[config.mk]
export PLATFORM = sky130hd
export DESIGN_NAME = flow_pulse_period_averager_top_flat
export DESIGN_NICKNAME = d
export VERILOG_FILES = /design/src/hdl/fppa_pkg.sv /design/src/hdl/fppa_tick_if.sv /design/src/hdl/fppa_reading_if.sv /design/src/hdl/fppa_ram.sv /design/src/hdl/fppa_muldiv.sv /design/src/hdl/flow_pulse_period_averager_top.sv /design/src/flat_wrapper.sv
export VERILOG_INCLUDE_DIRS = /design/src /design/src/hdl
export SDC_FILE = /design/constraint.sdc
export NUM_CORES = 1
export LEC_CHECK = 0
export ABC_AREA = 1
export BUFFER_PORTS_ARGS = -buffer_cell sky130_fd_sc_hd__buf_2
export CAP_MARGIN = 15
export CORE_MARGIN = 2
export CORE_UTILIZATION = 45
export DETAILED_ROUTE_END_ITERATION = 10
export SETUP_SLACK_MARGIN = 0.02
export SLEW_MARGIN = 15
export SYNTH_ARGS = -nofsm -noshare
export SYNTH_HDL_FRONTEND = slang
export SYNTH_SLANG_ARGS = --single-unit
[constraint.sdc]
create_clock -name i_clk -period 6.5 [get_ports i_clk]
set_clock_uncertainty 0.15 [all_clocks]
set_input_delay 1.3 -clock i_clk [delete_from_list [all_inputs] [get_ports i_clk]]
set_output_delay 1.3 -clock i_clk [all_outputs]
set_load 0.02 [all_outputs]
[src/hdl/flow_pulse_period_averager_top_macros.svh]
// Assertion macros for the flow pulse period averager.
// Included by the top level; no other dependencies.
`ifndef FLOW_PULSE_PERIOD_AVERAGER_TOP_MACROS_SVH
`define FLOW_PULSE_PERIOD_AVERAGER_TOP_MACROS_SVH

// Same-cycle implication, checked outside reset.
`define FPPA_ASSERT_NOW(label, clk, rst_n, ante, cons) \
    label: assert property (@(posedge clk) disable iff (!(rst_n)) (ante) |-> (cons)) \
        else $error("fppa: same-cycle check failed");

// Next-cycle implication, checked outside reset.
`define FPPA_ASSERT_NEXT(label, clk, rst_n, ante, cons) \
    label: assert property (@(posedge clk) disable iff (!(rst_n)) (ante) |=> (cons)) \
        else $error("fppa: next-cycle check failed");

`endif

[src/hdl/fppa_pkg.sv]
// Shared widths, constants and register codes for the flow pulse period averager.
// No dependencies.
`timescale 1ns / 1ps

package fppa_pkg;

    localparam int PER_W   = 16;   // period and counter width, ms
    localparam int DEB_W   = 8;
    localparam int GAIN_W  = 24;
    localparam int FREQ_W  = 26;
    localparam int RATE_W  = 30;
    localparam int Q_FRAC  = 16;
    localparam int CFG_IDX_W  = 2;
    localparam int CFG_DATA_W = 24;

    localparam int DEF_AVG_DEPTH = 20;

    localparam logic [PER_W-1:0]  CNT_MAX      = 16'hFFFF;
    localparam logic [FREQ_W-1:0] FREQ_MAX_Q16 = 26'd65536000; // 1000 Hz in Q16.16
    localparam logic [RATE_W-1:0] RATE_MAX_Q16 = 30'h3FFFFFFF;

    localparam logic [DEB_W-1:0]  RST_DEBOUNCE = 8'd5;
    localparam logic [PER_W-1:0]  RST_TIMEOUT  = 16'd1000;
    localparam logic [PER_W-1:0]  RST_INIT_PER = 16'd1200;
    localparam logic [GAIN_W-1:0] RST_GAIN     = 24'd252062;

    typedef enum logic [CFG_IDX_W-1:0] {
        CFG_DEBOUNCE = 2'd0,
        CFG_TIMEOUT  = 2'd1,
        CFG_INIT_PER = 2'd2,
        CFG_GAIN     = 2'd3
    } t_cfg_idx;

endpackage

[src/hdl/fppa_tick_if.sv]
// Input channel: one millisecond tick item with the meter edge flag.
// Depends on fppa_pkg.
`timescale 1ns / 1ps

interface fppa_tick_if import fppa_pkg::*; ();
    logic valid;
    logic ready;
    logic pulse_edge;

    modport source (output valid, output pulse_edge, input ready);
    modport sink   (input valid, input pulse_edge, output ready);
endinterface

[src/hdl/fppa_reading_if.sv]
// Output channel: one frequency and flow rate reading item.
// Depends on fppa_pkg.
`timescale 1ns / 1ps

interface fppa_reading_if import fppa_pkg::*; ();
    logic              valid;
    logic              ready;
    logic [FREQ_W-1:0] freq_q16;
    logic [RATE_W-1:0] rate_q16;
    logic              timed_out;

    modport source (output valid, output freq_q16, output rate_q16, output timed_out,
                    input ready);
    modport sink   (input valid, input freq_q16, input rate_q16, input timed_out,
                    output ready);
endinterface

[src/hdl/fppa_ram.sv]
// Generic single-write, single-read RAM with registered read data.
// No dependencies.
`timescale 1ns / 1ps

module fppa_ram #(
    parameter int WIDTH = 16,
    parameter int DEPTH = 20,
    localparam int AW = (DEPTH > 1) ? $clog2(DEPTH) : 1
) (
    input  logic             i_clk,
    input  logic             i_wr_en,
    input  logic [AW-1:0]    i_wr_addr,
    input  logic [WIDTH-1:0] i_wr_data,
    input  logic             i_rd_en,
    input  logic [AW-1:0]    i_rd_addr,
    output logic [WIDTH-1:0] o_rd_data
);
    logic [WIDTH-1:0] r_mem [DEPTH];
    logic [WIDTH-1:0] r_rd_data;

    always_ff @(posedge i_clk) begin
        if (i_wr_en) begin
            r_mem[i_wr_addr] <= i_wr_data;
        end
        if (i_rd_en) begin
            r_rd_data <= r_mem[i_rd_addr];
        end
    end

    assign o_rd_data = r_rd_data;
endmodule

[src/hdl/fppa_muldiv.sv]
// Serial divide then multiply on one shared add/subtract unit:
// freq = AVG_DEPTH*1000*2^16 / sum, rate = freq*gain >> 16, both saturated.
// Depends on fppa_pkg.
`timescale 1ns / 1ps

module fppa_muldiv import fppa_pkg::*; #(
    parameter int AVG_DEPTH = DEF_AVG_DEPTH,
    localparam int SUM_W = PER_W + $clog2(AVG_DEPTH)
) (
    input  logic              i_clk,
    input  logic              i_rst_n,
    input  logic              i_start,
    input  logic [SUM_W-1:0]  i_sum,
    input  logic [GAIN_W-1:0] i_gain,
    output logic              o_done,
    output logic [FREQ_W-1:0] o_freq,
    output logic [RATE_W-1:0] o_rate
);
    localparam int NUM_W  = FREQ_W + $clog2(AVG_DEPTH);
    localparam int LO_W   = (NUM_W > GAIN_W) ? NUM_W : GAIN_W;
    localparam int ACC_W  = (SUM_W > FREQ_W) ? SUM_W : FREQ_W;
    localparam int ADD_W  = ACC_W + 1;
    localparam int CNT_W  = $clog2(LO_W);
    localparam int PH_W   = FREQ_W + GAIN_W - Q_FRAC;
    localparam logic [63:0] NUM_FULL = 64'(AVG_DEPTH) * 64'(FREQ_MAX_Q16);
    localparam logic [NUM_W-1:0] NUM = NUM_W'(NUM_FULL);

    typedef enum logic [4:0] {
        M_IDLE = 5'b00001,
        M_DIV  = 5'b00010,
        M_SAT  = 5'b00100,
        M_MUL  = 5'b01000,
        M_FIN  = 5'b10000
    } t_md_state;

    t_md_state         r_state, n_state;
    logic [ACC_W-1:0]  r_acc;
    logic [LO_W-1:0]   r_lo;
    logic [CNT_W-1:0]  r_cnt;
    logic [FREQ_W-1:0] r_freq;
    logic [RATE_W-1:0] r_rate;
    logic              r_done;

    // shared add/subtract unit
    logic [ADD_W-1:0]  a_op, b_op;
    logic              sub_op;
    logic [ADD_W:0]    alu_s;
    logic [SUM_W:0]    div_t;
    logic              div_ge;
    logic [NUM_W-1:0]  quot;
    logic [FREQ_W-1:0] freq_sat;
    logic [PH_W-1:0]   prod_hi;

    always_comb begin
        div_t  = {r_acc[SUM_W-1:0], r_lo[LO_W-1]};
        a_op   = '0;
        b_op   = '0;
        sub_op = 1'b0;
        case (r_state)
            M_DIV: begin
                a_op   = ADD_W'(div_t);
                b_op   = ADD_W'(i_sum);
                sub_op = 1'b1;
            end
            M_MUL: begin
                a_op = ADD_W'(r_acc[FREQ_W-1:0]);
                b_op = r_lo[0] ? ADD_W'(r_freq) : '0;
            end
            default: begin
                a_op = '0;
            end
        endcase
        alu_s  = {1'b0, a_op} + {1'b0, (sub_op ? ~b_op : b_op)} + (ADD_W+1)'(sub_op);
        div_ge = alu_s[ADD_W];
    end

    always_comb begin
        quot = r_lo[NUM_W-1:0];
        if (i_sum == '0) begin
            freq_sat = '0;
        end else if (quot > NUM_W'(FREQ_MAX_Q16)) begin
            freq_sat = FREQ_MAX_Q16;
        end else begin
            freq_sat = quot[FREQ_W-1:0];
        end
        prod_hi = {r_acc[FREQ_W-1:0], r_lo[GAIN_W-1:Q_FRAC]};
    end

    always_comb begin
        n_state = r_state;
        case (r_state)
            M_IDLE:  if (i_start) n_state = M_DIV;
            M_DIV:   if (r_cnt == '0) n_state = M_SAT;
            M_SAT:   n_state = M_MUL;
            M_MUL:   if (r_cnt == '0) n_state = M_FIN;
            M_FIN:   n_state = M_IDLE;
            default: n_state = M_IDLE;
        endcase
    end

    always_ff @(posedge i_clk) begin
        if (!i_rst_n) begin
            r_state <= M_IDLE;
            r_done  <= 1'b0;
        end else begin
            r_state <= n_state;
            r_done  <= (r_state == M_FIN);
        end
    end

    always_ff @(posedge i_clk) begin
        case (r_state)
            M_IDLE: begin
                r_acc <= '0;
                r_lo  <= LO_W'(NUM);
                r_cnt <= CNT_W'(NUM_W - 1);
            end
            M_DIV: begin
                // shift in one numerator bit, keep the difference when it fits
                r_acc <= div_ge ? ACC_W'(alu_s[SUM_W-1:0]) : ACC_W'(div_t[SUM_W-1:0]);
                r_lo  <= {r_lo[LO_W-2:0], div_ge};
                r_cnt <= r_cnt - 1'b1;
            end
            M_SAT: begin
                r_freq <= freq_sat;
                r_acc  <= '0;
                r_lo   <= LO_W'(i_gain);
                r_cnt  <= CNT_W'(GAIN_W - 1);
            end
            M_MUL: begin
                r_acc <= ACC_W'(alu_s[FREQ_W:1]);
                r_lo  <= LO_W'({alu_s[0], r_lo[GAIN_W-1:1]});
                r_cnt <= r_cnt - 1'b1;
            end
            M_FIN: begin
                r_rate <= (prod_hi > PH_W'(RATE_MAX_Q16)) ? RATE_MAX_Q16
                                                           : prod_hi[RATE_W-1:0];
            end
            default: begin
                r_cnt <= '0;
            end
        endcase
    end

    assign o_done = r_done;
    assign o_freq = r_freq;
    assign o_rate = r_rate;
endmodule

[src/hdl/flow_pulse_period_averager_top.sv]
// Flow pulse period averager. Each input item is one millisecond tick; an item
// that carries no accepted edge is taken while ready stays high, and a tick that
// raises a timeout reading holds ready low while the block waits in S_EMIT for
// the reading to move to the output register. An item with an accepted edge
// holds ready low through S_UPD, S_CALC, S_WAIT and S_EMIT: the ring and sum
// are updated, then the bit-serial divide and multiply run on the shared
// add/subtract unit; a full output register holds the block in S_EMIT until
// the reading is taken. The period ring lives in a RAM whose entries read as
// the initial period until rewritten, so no clearing pass is needed after reset.
// Depends on fppa_pkg, fppa_tick_if, fppa_reading_if, fppa_ram, fppa_muldiv.
`timescale 1ns / 1ps

module flow_pulse_period_averager_top import fppa_pkg::*; #(
    parameter int AVG_DEPTH = DEF_AVG_DEPTH
) (
    input  logic                  i_clk,
    input  logic                  i_rst_n,
    fppa_tick_if.sink             i_tick,
    fppa_reading_if.source        o_reading,
    input  logic                  i_cfg_we,
    input  logic [CFG_IDX_W-1:0]  i_cfg_idx,
    input  logic [CFG_DATA_W-1:0] i_cfg_data
);
    `include "flow_pulse_period_averager_top_macros.svh"

    localparam int SUM_W = PER_W + $clog2(AVG_DEPTH);
    localparam int PTR_W = (AVG_DEPTH > 1) ? $clog2(AVG_DEPTH) : 1;

    typedef enum logic [4:0] {
        S_IDLE = 5'b00001,
        S_UPD  = 5'b00010,
        S_CALC = 5'b00100,
        S_WAIT = 5'b01000,
        S_EMIT = 5'b10000
    } t_state;

    t_state            r_state, n_state;
    logic [DEB_W-1:0]  r_debounce;
    logic [PER_W-1:0]  r_timeout;
    logic [PER_W-1:0]  r_init;
    logic [GAIN_W-1:0] r_gain;
    logic [PTR_W-1:0]  r_ptr;
    logic [AVG_DEPTH-1:0] r_vld;
    logic [SUM_W-1:0]  r_sum;
    logic [PER_W-1:0]  r_since, r_idle;
    logic [PER_W-1:0]  r_period;
    logic              r_start;
    logic [FREQ_W-1:0] r_res_freq;
    logic [RATE_W-1:0] r_res_rate;
    logic              r_res_to;
    logic              r_out_valid;
    logic [FREQ_W-1:0] r_out_freq;
    logic [RATE_W-1:0] r_out_rate;
    logic              r_out_to;

    logic              tick_acc, edge_ok, idle_due, out_free;
    logic              edge_take, cnt_clear, emit_go;
    logic [PER_W-1:0]  since_inc, idle_inc;
    logic [PER_W-1:0]  ram_rd, old_per;
    logic [SUM_W-1:0]  n_sum;
    logic [PTR_W-1:0]  ptr_next;
    logic              md_done;
    logic [FREQ_W-1:0] md_freq;
    logic [RATE_W-1:0] md_rate;

    assign i_tick.ready = (r_state == S_IDLE);
    assign tick_acc     = i_tick.valid && (r_state == S_IDLE);
    assign since_inc    = (r_since == CNT_MAX) ? r_since : r_since + 1'b1;
    assign idle_inc     = (r_idle == CNT_MAX) ? r_idle : r_idle + 1'b1;
    assign edge_ok      = i_tick.pulse_edge && (since_inc > PER_W'(r_debounce));
    assign idle_due     = (idle_inc >= r_timeout);
    assign out_free     = !r_out_valid || o_reading.ready;
    assign old_per      = r_vld[r_ptr] ? ram_rd : r_init;
    assign n_sum        = r_sum - SUM_W'(old_per) + SUM_W'(r_period);
    assign ptr_next     = (r_ptr == PTR_W'(AVG_DEPTH - 1)) ? '0 : r_ptr + 1'b1;
    assign edge_take    = tick_acc && edge_ok;
    assign cnt_clear    = (r_since == '0) && (r_idle == '0);
    assign emit_go      = (r_state == S_EMIT) && out_free;

    fppa_ram #(
        .WIDTH (PER_W),
        .DEPTH (AVG_DEPTH)
    ) u_ring (
        .i_clk     (i_clk),
        .i_wr_en   (r_state == S_UPD),
        .i_wr_addr (r_ptr),
        .i_wr_data (r_period),
        .i_rd_en   (edge_take),
        .i_rd_addr (r_ptr),
        .o_rd_data (ram_rd)
    );

    fppa_muldiv #(
        .AVG_DEPTH (AVG_DEPTH)
    ) u_muldiv (
        .i_clk   (i_clk),
        .i_rst_n (i_rst_n),
        .i_start (r_start),
        .i_sum   (r_sum),
        .i_gain  (r_gain),
        .o_done  (md_done),
        .o_freq  (md_freq),
        .o_rate  (md_rate)
    );

    always_comb begin
        n_state = r_state;
        case (r_state)
            S_IDLE: begin
                if (tick_acc && edge_ok) begin
                    n_state = S_UPD;
                end else if (tick_acc && idle_due) begin
                    n_state = S_EMIT;
                end
            end
            S_UPD:   n_state = S_CALC;
            S_CALC:  if (md_done) n_state = S_WAIT;
            S_WAIT:  n_state = S_EMIT;
            S_EMIT:  if (out_free) n_state = S_IDLE;
            default: n_state = S_IDLE;
        endcase
    end

    // control state
    always_ff @(posedge i_clk) begin
        if (!i_rst_n) begin
            r_state     <= S_IDLE;
            r_debounce  <= RST_DEBOUNCE;
            r_timeout   <= RST_TIMEOUT;
            r_init      <= RST_INIT_PER;
            r_gain      <= RST_GAIN;
            r_ptr       <= '0;
            r_vld       <= '0;
            r_sum       <= SUM_W'(AVG_DEPTH * RST_INIT_PER);
            r_since     <= '0;
            r_idle      <= '0;
            r_start     <= 1'b0;
            r_out_valid <= 1'b0;
        end else begin
            r_state <= n_state;
            r_start <= (r_state == S_UPD);
            if (i_cfg_we) begin
                case (t_cfg_idx'(i_cfg_idx))
                    CFG_DEBOUNCE: r_debounce <= i_cfg_data[DEB_W-1:0];
                    CFG_TIMEOUT:  r_timeout  <= i_cfg_data[PER_W-1:0];
                    CFG_INIT_PER: begin
                        // refill the ring: drop every written entry
                        r_init <= i_cfg_data[PER_W-1:0];
                        r_vld  <= '0;
                        r_sum  <= SUM_W'(SUM_W'(AVG_DEPTH) * SUM_W'(i_cfg_data[PER_W-1:0]));
                    end
                    CFG_GAIN:     r_gain <= i_cfg_data[GAIN_W-1:0];
                    default:      r_gain <= r_gain;
                endcase
            end
            if (tick_acc) begin
                if (edge_ok) begin
                    r_since <= '0;
                    r_idle  <= '0;
                end else begin
                    r_since <= since_inc;
                    r_idle  <= idle_due ? '0 : idle_inc;
                end
            end
            if (r_state == S_UPD) begin
                r_sum        <= n_sum;
                r_vld[r_ptr] <= 1'b1;
                r_ptr        <= ptr_next;
            end
            if (r_state == S_EMIT && out_free) begin
                r_out_valid <= 1'b1;
            end else if (o_reading.ready) begin
                r_out_valid <= 1'b0;
            end
        end
    end

    // payload
    always_ff @(posedge i_clk) begin
        if (tick_acc) begin
            r_period   <= since_inc;
            r_res_freq <= '0;
            r_res_rate <= '0;
            r_res_to   <= !edge_ok;
        end
        if (r_state == S_CALC && md_done) begin
            r_res_freq <= md_freq;
            r_res_rate <= md_rate;
        end
        if (r_state == S_EMIT && out_free) begin
            r_out_freq <= r_res_freq;
            r_out_rate <= r_res_rate;
            r_out_to   <= r_res_to;
        end
    end

    assign o_reading.valid     = r_out_valid;
    assign o_reading.freq_q16  = r_out_freq;
    assign o_reading.rate_q16  = r_out_rate;
    assign o_reading.timed_out = r_out_to;

    `FPPA_ASSERT_NOW(a_done_in_calc, i_clk, i_rst_n, md_done, r_state == S_CALC)
    `FPPA_ASSERT_NEXT(a_edge_clears, i_clk, i_rst_n, edge_take, (r_state == S_UPD) && cnt_clear)
    `FPPA_ASSERT_NOW(a_ptr_range, i_clk, i_rst_n, 1'b1, r_ptr <= PTR_W'(AVG_DEPTH - 1))
    `FPPA_ASSERT_NEXT(a_emit_loads, i_clk, i_rst_n, emit_go, r_out_valid && (r_state == S_IDLE))
endmodule
[src/flat_wrapper.sv]
// flat-port wrapper written by rule: the top's interface ports become plain ports
module flow_pulse_period_averager_top_flat import fppa_pkg::*;
#(
    parameter int AVG_DEPTH = DEF_AVG_DEPTH
)
  (i_clk, i_rst_n, i_cfg_we, i_cfg_idx, i_cfg_data, i_tick_valid, i_tick_pulse_edge, i_tick_ready, o_reading_valid, o_reading_freq_q16, o_reading_rate_q16, o_reading_timed_out, o_reading_ready);
  fppa_tick_if i_tick_i ();
  fppa_reading_if o_reading_i ();
  input  logic i_clk;
  input  logic i_rst_n;
  input  logic i_cfg_we;
  input  logic [CFG_IDX_W-1:0] i_cfg_idx;
  input  logic [CFG_DATA_W-1:0] i_cfg_data;
  input wire logic [$bits(i_tick_i.valid)-1:0] i_tick_valid;
  input wire logic [$bits(i_tick_i.pulse_edge)-1:0] i_tick_pulse_edge;
  output wire logic [$bits(i_tick_i.ready)-1:0] i_tick_ready;
  output wire logic [$bits(o_reading_i.valid)-1:0] o_reading_valid;
  output wire logic [$bits(o_reading_i.freq_q16)-1:0] o_reading_freq_q16;
  output wire logic [$bits(o_reading_i.rate_q16)-1:0] o_reading_rate_q16;
  output wire logic [$bits(o_reading_i.timed_out)-1:0] o_reading_timed_out;
  input wire logic [$bits(o_reading_i.ready)-1:0] o_reading_ready;
  assign i_tick_i.valid = i_tick_valid;
  assign i_tick_i.pulse_edge = i_tick_pulse_edge;
  assign i_tick_ready = i_tick_i.ready;
  assign o_reading_valid = o_reading_i.valid;
  assign o_reading_freq_q16 = o_reading_i.freq_q16;
  assign o_reading_rate_q16 = o_reading_i.rate_q16;
  assign o_reading_timed_out = o_reading_i.timed_out;
  assign o_reading_i.ready = o_reading_ready;
  flow_pulse_period_averager_top #(.AVG_DEPTH(AVG_DEPTH)) u_core (.i_clk(i_clk), .i_rst_n(i_rst_n), .i_tick(i_tick_i), .o_reading(o_reading_i), .i_cfg_we(i_cfg_we), .i_cfg_idx(i_cfg_idx), .i_cfg_data(i_cfg_data));
endmodule
==> flow_metrics.py, run 1 <==
metrics = {
    "cts": {
        "cts_setup_buffers": 0,
        "tritoncts": "done",
        "path_clk_slew_ns": 0.06,
        "cts_max_path_buffers": 3,
        "cts_sinks": 739,
        "cts_buffers": 81,
        "cts.repair.resized": 0,
        "clockRootBuffer": "clkbuf_16",
        "ctsHoldBuffers": 0,
        "clk_latency_ns": 0.66,
        "htree_levels": 3,
    },
    "setup_path": {
        "crit_chain": "nor3_4, inv_1, a21oi_1, a2111oi_4, o21ai_0, fa_1, inv_1, fa_1, inv_1, nand3_1, nand2_1, a21boi_0, o21ai_0, nand3_1, nand3_1, xor2_1, nand2_1, a21oi_1",
        "critPathKind": "flip-flop to flip-flop",
        "required_ns": 6.91,
        "worstSetupEndpointType": "flip-flop",
        "worst-r2r-cell-count": 18,
        "start_kind": "flip-flop",
        "cpPeakStageDelay_ns": 0.94,
        "cp_max_fo": 21,
        "worstPathArrival_ns": 5.86,
        "cpMaxStageDelayCell": "dfxtp_1",
    },
    "timing": {
        "finalCriticalPeriod_ns": 5.451,
        "setup-tns-final_ns": 0,
        "drv_slew": 0,
        "grt_setup_unrepaired": "false",
        "fmax_mhz": 183.4,
        "fin_crit_sh_pct": 83.86,
        "slew_headroom_pct": 25.47,
        "timing_hold_violations_final": 0,
        "setup_viol": 0,
        "worstMarginPinSlew_ns": 1.117,
    },
    "finish": {
        "area_growth_pct": 12.35,
        "finish.instance_area_sq_mm": 0.03835,
        "register_area_sq_mm": 0.02064,
        "num_antenna_cells": 0,
        "multi_input_area_sq_mm": 0.01173,
        "final_layout_size_suffix_gt1_share_pct": 9.383,
        "nNetsFinal": 3606,
        "finish.utilization_pct": 51.26,
        "nFillCells": 6816,
    },
    "job": {
        "cap_viol_max_count": 0,
    },
    "synth": {
        "synth_cell_types": 60,
        "yosys_warnings": 0,
        "syn_area_sq_mm": 0.03414,
        "seq_area_frac_synth_pct": 60.46,
        "ys_ff_latch": 739,
        "syn_inst": 3379,
        "synth.top_cell.area_share_pct": 51.37,
        "syn_avg_cell_area_sq_um": 10.10,
        "synth_nets": 3537,
        "synth_flop_cell": "edfxtp_1",
        "synth.most_common_cell": "edfxtp_1",
        "synthTopCellsByArea": "edfxtp_1 (51%), dfxtp_1 (9.1%), nand2_1 (5.7%)",
        "yosysTopAreaCell": "edfxtp_1",
        "synth_commonest_cells": "edfxtp_1 (584), nand2_1 (522), nor2_1 (436), inv_1 (321), o21ai_0 (298)",
        "synth_edf_count": 584,
        "synthArstFlopShare_pct": 0,
    },
    "floorplanning": {
        "die_y_um": 279.4,
        "fp.dieW_um": 279.4,
        "initial_core_util_pct": 45.62,
        "core_sq_mm": 0.07482,
        "std_cell_rows": 100,
        "pin_count": 91,
        "die-area_sq_mm": 0.07808,
    },
    "pwr": {
        "p_int_w": 0.008864,
        "peakVddDrop_uv": 175.6,
        "p_switching_w": 0.003482,
        "seqPwrFrac_pct": 48.9,
        "p_sw_share_pct": 28.20,
        "p_leak_nw": 14.93,
        "p_per_area_mw_per_mm2": 321.9,
        "p_comb_share_pct": 13.5,
        "p_clk_share_pct": 37.7,
    },
    "global_routing": {
        "grt.total_usage_pct": 22.58,
        "grt_pass1_wl_mm": 137.2,
        "grt_max_degree": 99,
        "first_global_vias": 23350,
        "grt_overflow": 0,
        "antenna_found_initial": 0,
    },
    "route": {
        "drc": 0,
        "drt-wirelength-per-cell_um": 19.62,
        "ant_nets": 0,
        "vias": 24580,
        "via_per_inst": 5.479,
        "wl_mm": 88.01,
        "drtIter0Drc": 2175,
        "firstDrtPassIters": 5,
    },
    "min_path": {
        "hp-class": "flip-flop to flip-flop",
        "whs_path_depth": 0,
    },
    "outcome": {
        "outcome": "completed",
    },
    "placement": {
        "place_congestion": 0.8969,
        "numPortBuffers": 90,
        "dp_hpwl_mm": 58.35,
        "placed_area_sq_mm": 0.03557,
    },
}
-- kinds of logic (layout without fill, tap and decap cells) --
family / count (synthesis) / count (layout) / synth area share [%]
and+or+nand+nor: 1222 / 1222 / 15.09
DFF: 739 / 739 / 60.46
xor gates and xnor gates: 45 / 45 / 1.155
AOI/OAI and AO/OA: 769 / 769 / 12.83
adders and majority gates: 126 / 126 / 5.014
buffers and inverters: 478 / 616 / 5.443
-- routing by layer --
| metal | routed length (um) | vias up | track usage [%] |
|---|---|---|---|
| met3 | 4960 | 108 | 3.186 |
| met1 | 40650 | 11840 | 32.24 |
| met4 | 1793 | 0 | 6.321 |
| met5 | 0 | - | 0 |
| met2 | 40600 | 681 | 36.10 |
| li1 | - | 11950 | - |
-- area by class of cell --
cell class / instances / area share, %
Clock buffer: 109 / 5.794
Sequential cell: 739 / 53.83
Tap cell: 969 / 3.161
Timing Repair Buffer: 132 / 2.016
Multi-Input combinational cell: 2162 / 30.57
Clock inverter: 43 / 1.373
Inverter: 332 / 3.256
-- cells in the final DEF, fill, tap and decap left out, types with 6 or more instances in the layout --
| master | instances |
|---|---|
| o211ai_1 | 17 |
| clkbuf_8 | 9 |
| xnor2_1 | 20 |
| nand2_1 | 520 |
| o22ai_1 | 125 |
| edfxtp_1 | 584 |
| nand4_1 | 34 |
| nor2_1 | 423 |
| clkinv_1 | 13 |
| fa_1 | 18 |
| dfxtp_1 | 153 |
| nand2_2 | 6 |
| nor2_4 | 8 |
| a221o_1 | 16 |
| inv_1 | 320 |
| o221ai_1 | 23 |
| buf_4 | 41 |
| a21o_1 | 12 |
| nor3_1 | 18 |
| ha_1 | 108 |
| buf_2 | 90 |
| nor4_1 | 12 |
| nor2_2 | 14 |
| or2_2 | 12 |
| o21ai_1 | 30 |
| clkinv_2 | 12 |
| a21oi_1 | 211 |
| a31oi_1 | 7 |
| bufinv_16 | 6 |
| o21ai_0 | 298 |
| nand3_1 | 148 |
| xor2_1 | 25 |
| clkbuf_16 | 81 |
| clkbuf_1 | 19 |
| inv_2 | 9 |
-- power by group through the flow --
| stage | logic (W) | clock network (W) | registers [W] |
|---|---|---|---|
| 2_1_floorplan | 0.00114 | 0 | 0.00600 |
| 6_report | 0.00166 | 0.00465 | 0.00603 |
| 3_5_place_dp | 0.00166 | 0 | 0.00614 |
| 3_3_place_gp | 0.00165 | 0 | 0.00612 |
| 5_1_grt | 0.00187 | 0.00493 | 0.00607 |
| 4_1_cts | 0.00167 | 0.00474 | 0.00604 |
-- critical path, delay by kind of cell, from the launching register on --
family          cells  cell delay [ns]
compound gates      6             1.84
fa+ha+maj           2             0.96
flops               1             0.94
simple gates        6             0.85
buf+inv             3             0.47
xor+xnor            1             0.15
-- final timing paths --
check                        start                            end  slack, ns
max                u_core.r_ptr[4]               u_core.r_sum[16]       1.05
min          u_core.r_res_freq[13]  u_core.o_reading.freq_q16[13]       0.27
max reg2reg        u_core.r_ptr[4]               u_core.r_sum[16]       1.05
min reg2reg  u_core.r_res_freq[13]  u_core.o_reading.freq_q16[13]       0.27
-- flip-flops by register name, summed over array words and instances (netlist names), 5 cells and up --
signal / count
u_core.u_muldiv.r_cnt: 5
u_core.r_since: 16
u_core.r_res_freq: 26
u_core.o_reading.freq_q16: 26
u_core.o_reading.rate_q16: 30
u_core.u_muldiv.o_freq: 26
u_core.r_period: 16
u_core.r_gain: 24
u_core.u_muldiv.r_state: 5
u_core.r_sum: 21
u_core.r_idle: 16
u_core.r_timeout: 16
u_core.u_muldiv.o_rate: 30
u_core.r_res_rate: 30
u_core.r_ptr: 5
u_core.u_muldiv.r_acc: 26
u_core.r_state: 5
u_core.r_init: 16
u_core.u_ring.o_rd_data: 16
u_core.r_vld: 20
u_core.u_muldiv.quot: 31
u_core.r_debounce: 8
u_core.u_ring.r_mem: 320
-- metrics by stage --
stage | setup slack (ns) | power (W) | cells | hold WS [ns]
after floorplan | 2.146 | 0.007134 | 3379 | 0.2503
after global placement | 1.273 | 0.007776 | 4333 | 0.2507
after detailed placement | 1.174 | 0.007793 | 4333 | 0.2545
after CTS | 1.161 | 0.01244 | 4485 | 0.2672
after global routing | 0.6292 | 0.01287 | 4486 | 0.2728
final | 1.049 | 0.01235 | 4486 | 0.2659
Note: power is estimated with default switching activity, not from simulation.
==> run 2: changes to the inputs <==
- clock period: 6.5 -> 5.6 ns (I/O delays scaled with it)
==> flow_metrics.py, run 2 (synthesis gave the netlist of run 1 again) <==
metrics = {
    "cts": {
        "cts_max_path_buffers": 3,
        "cts_sinks": 739,
        "clockRootBuffer": "clkbuf_16",
        "htree_levels": 3,
        "cts.repair.resized": 0,
        "ctsHoldBuffers": 0,
        "cts_setup_buffers": 0,
        "cts_buffers": 78,
        "tritoncts": "done",
        "path_clk_slew_ns": 0.06,
        "clk_latency_ns": 0.64,
    },
    "route": {
        "ant_nets": 0,
        "drt-wirelength-per-cell_um": 19.70,
        "drc": 0,
        "wl_mm": 88.56,
        "drtIter0Drc": 2090,
        "firstDrtPassIters": 6,
        "vias": 24650,
        "via_per_inst": 5.484,
    },
    "setup_path": {
        "critPathKind": "flip-flop to flip-flop",
        "worstPathArrival_ns": 5.29,
        "cpPeakStageDelay_ns": 0.71,
        "cp_max_fo": 24,
        "worstSetupEndpointType": "flip-flop",
        "crit_chain": "inv_1, nor2_2, inv_1, a21oi_1, a2111oi_4, buf_4, nand2_1, o21ai_0, fa_1, inv_1, fa_1, inv_1, nand3_1, nand2_1, a21boi_0, o21ai_0, nand3_1, nand3_1, xor2_1, nand2_1, a21oi_1",
        "crit_top_cell": "inv_1",
        "start_kind": "flip-flop",
        "cpMaxStageDelayCell": "nor2_2",
        "required_ns": 5.99,
    },
    "timing": {
        "worstMarginPinSlew_ns": 1.184,
        "drv_slew": 0,
        "slew_headroom_pct": 20.96,
        "finalCriticalPeriod_ns": 4.906,
        "fin_crit_sh_pct": 87.60,
        "setup-tns-final_ns": 0,
        "timing_hold_violations_final": 0,
        "grt_setup_unrepaired": "false",
        "fmax_mhz": 203.8,
        "setup_viol": 0,
    },
    "finish": {
        "nNetsFinal": 3618,
        "largest_reg_flops": 320,
        "layout_common_cells": "edfxtp_1 (584), nand2_1 (520), nor2_1 (423), inv_1 (320), o21ai_0 (298)",
        "area_growth_pct": 11.95,
        "layout.cells.most_common": "edfxtp_1",
        "top_register": "u_core.u_ring.r_mem",
        "nFillCells": 6745,
        "num_antenna_cells": 0,
        "stdcell_count": 4495,
        "final_layout_size_suffix_gt1_share_pct": 9.728,
    },
    "placement": {
        "place_congestion": 0.9173,
        "dp.cells": 4348,
        "dp_hpwl_mm": 59.15,
        "numPortBuffers": 90,
    },
    "pwr": {
        "p_per_area_mw_per_mm2": 365.2,
        "p_leak_nw": 14.92,
        "peakVddDrop_uv": 228.5,
    },
    "outcome": {
        "outcome": "completed",
    },
    "floorplanning": {
        "die-area_sq_mm": 0.07808,
        "pin_count": 91,
        "initial_core_util_pct": 45.62,
        "fp.dieW_um": 279.4,
        "die_y_um": 279.4,
        "core_sq_mm": 0.07482,
        "std_cell_rows": 100,
    },
    "job": {
        "cap_viol_max_count": 0,
    },
    "global_routing": {
        "grt_pass1_wl_mm": 137.5,
        "grt_overflow": 0,
        "antenna_found_initial": 0,
        "grt.total_usage_pct": 22.67,
        "grt_max_degree": 69,
        "first_global_vias": 23590,
    },
    "min_path": {
        "hp-class": "flip-flop to flip-flop",
    },
}
run 2: final timing paths:
check / end / slack, ns / start / cells after the start
max: u_core.r_sum[16] / 0.69 / u_core.r_ptr[2] / 21
min: u_core.o_reading.freq_q16[15] / 0.27 / u_core.r_res_freq[15] / 0
max reg2reg: u_core.r_sum[16] / 0.69 / u_core.r_ptr[2] / 21
min reg2reg: u_core.o_reading.freq_q16[15] / 0.27 / u_core.r_res_freq[15] / 0
run 2: routing by layer:
metal	share of wire, %	track usage [%]	wire length (um)	vias up
li1	-	-	-	11970
met4	2.1	6.157	1863	0
met3	5.2	2.977	4641	112
met5	0	0	0	-
met1	46	32.00	40850	11950
met2	47	36.93	41210	620
run 2: area by class of cell:
cell class / instances / area, sq um / share of cell area [%]
Sequential cell: 739 / 20640 / 54.02
Clock buffer: 101 / 2135 / 5.586
Multi-Input combinational cell: 2162 / 11710 / 30.64
Tap cell: 969 / 1212 / 3.173
Inverter: 332 / 1249 / 3.268
Timing Repair Buffer: 147 / 885.9 / 2.318
Clock inverter: 45 / 377.9 / 0.9888
run 2: power by group:
part / total [W] / internal [W] / switching [W]
combinational: 0.00196 / 0.000546 / 0.00141
sequential: 0.00698 / 0.00663 / 0.000350
clock: 0.00502 / 0.00283 / 0.00220
total: 0.0140 / 0.0100 / 0.00396
run 2: metrics by stage:
step | util, % | total power, W | instance area, sq um | hold WS [ns] | setup WS (ns)
after global routing | 51.07 | 0.01456 | 38210 | 0.2756 | 0.1976
after CTS | 51.05 | 0.01408 | 38200 | 0.2679 | 0.6968
after detailed placement | 47.70 | 0.009054 | 35690 | 0.2545 | 0.7856
final | 51.07 | 0.01396 | 38210 | 0.2661 | 0.6942
after global placement | 47.70 | 0.009031 | 35690 | 0.2508 | 0.8967
after floorplan | - | 0.008281 | 34140 | 0.2503 | 1.426
run 2: worst max-delay path, delay by kind of cell (launching register included):
kind            cells  cell delay, ns
compound gates      6            1.01
xor+xnor            1            0.15
fa+ha+maj           2            0.94
buf+inv             5            0.80
flops               1            0.41
simple gates        7            1.32
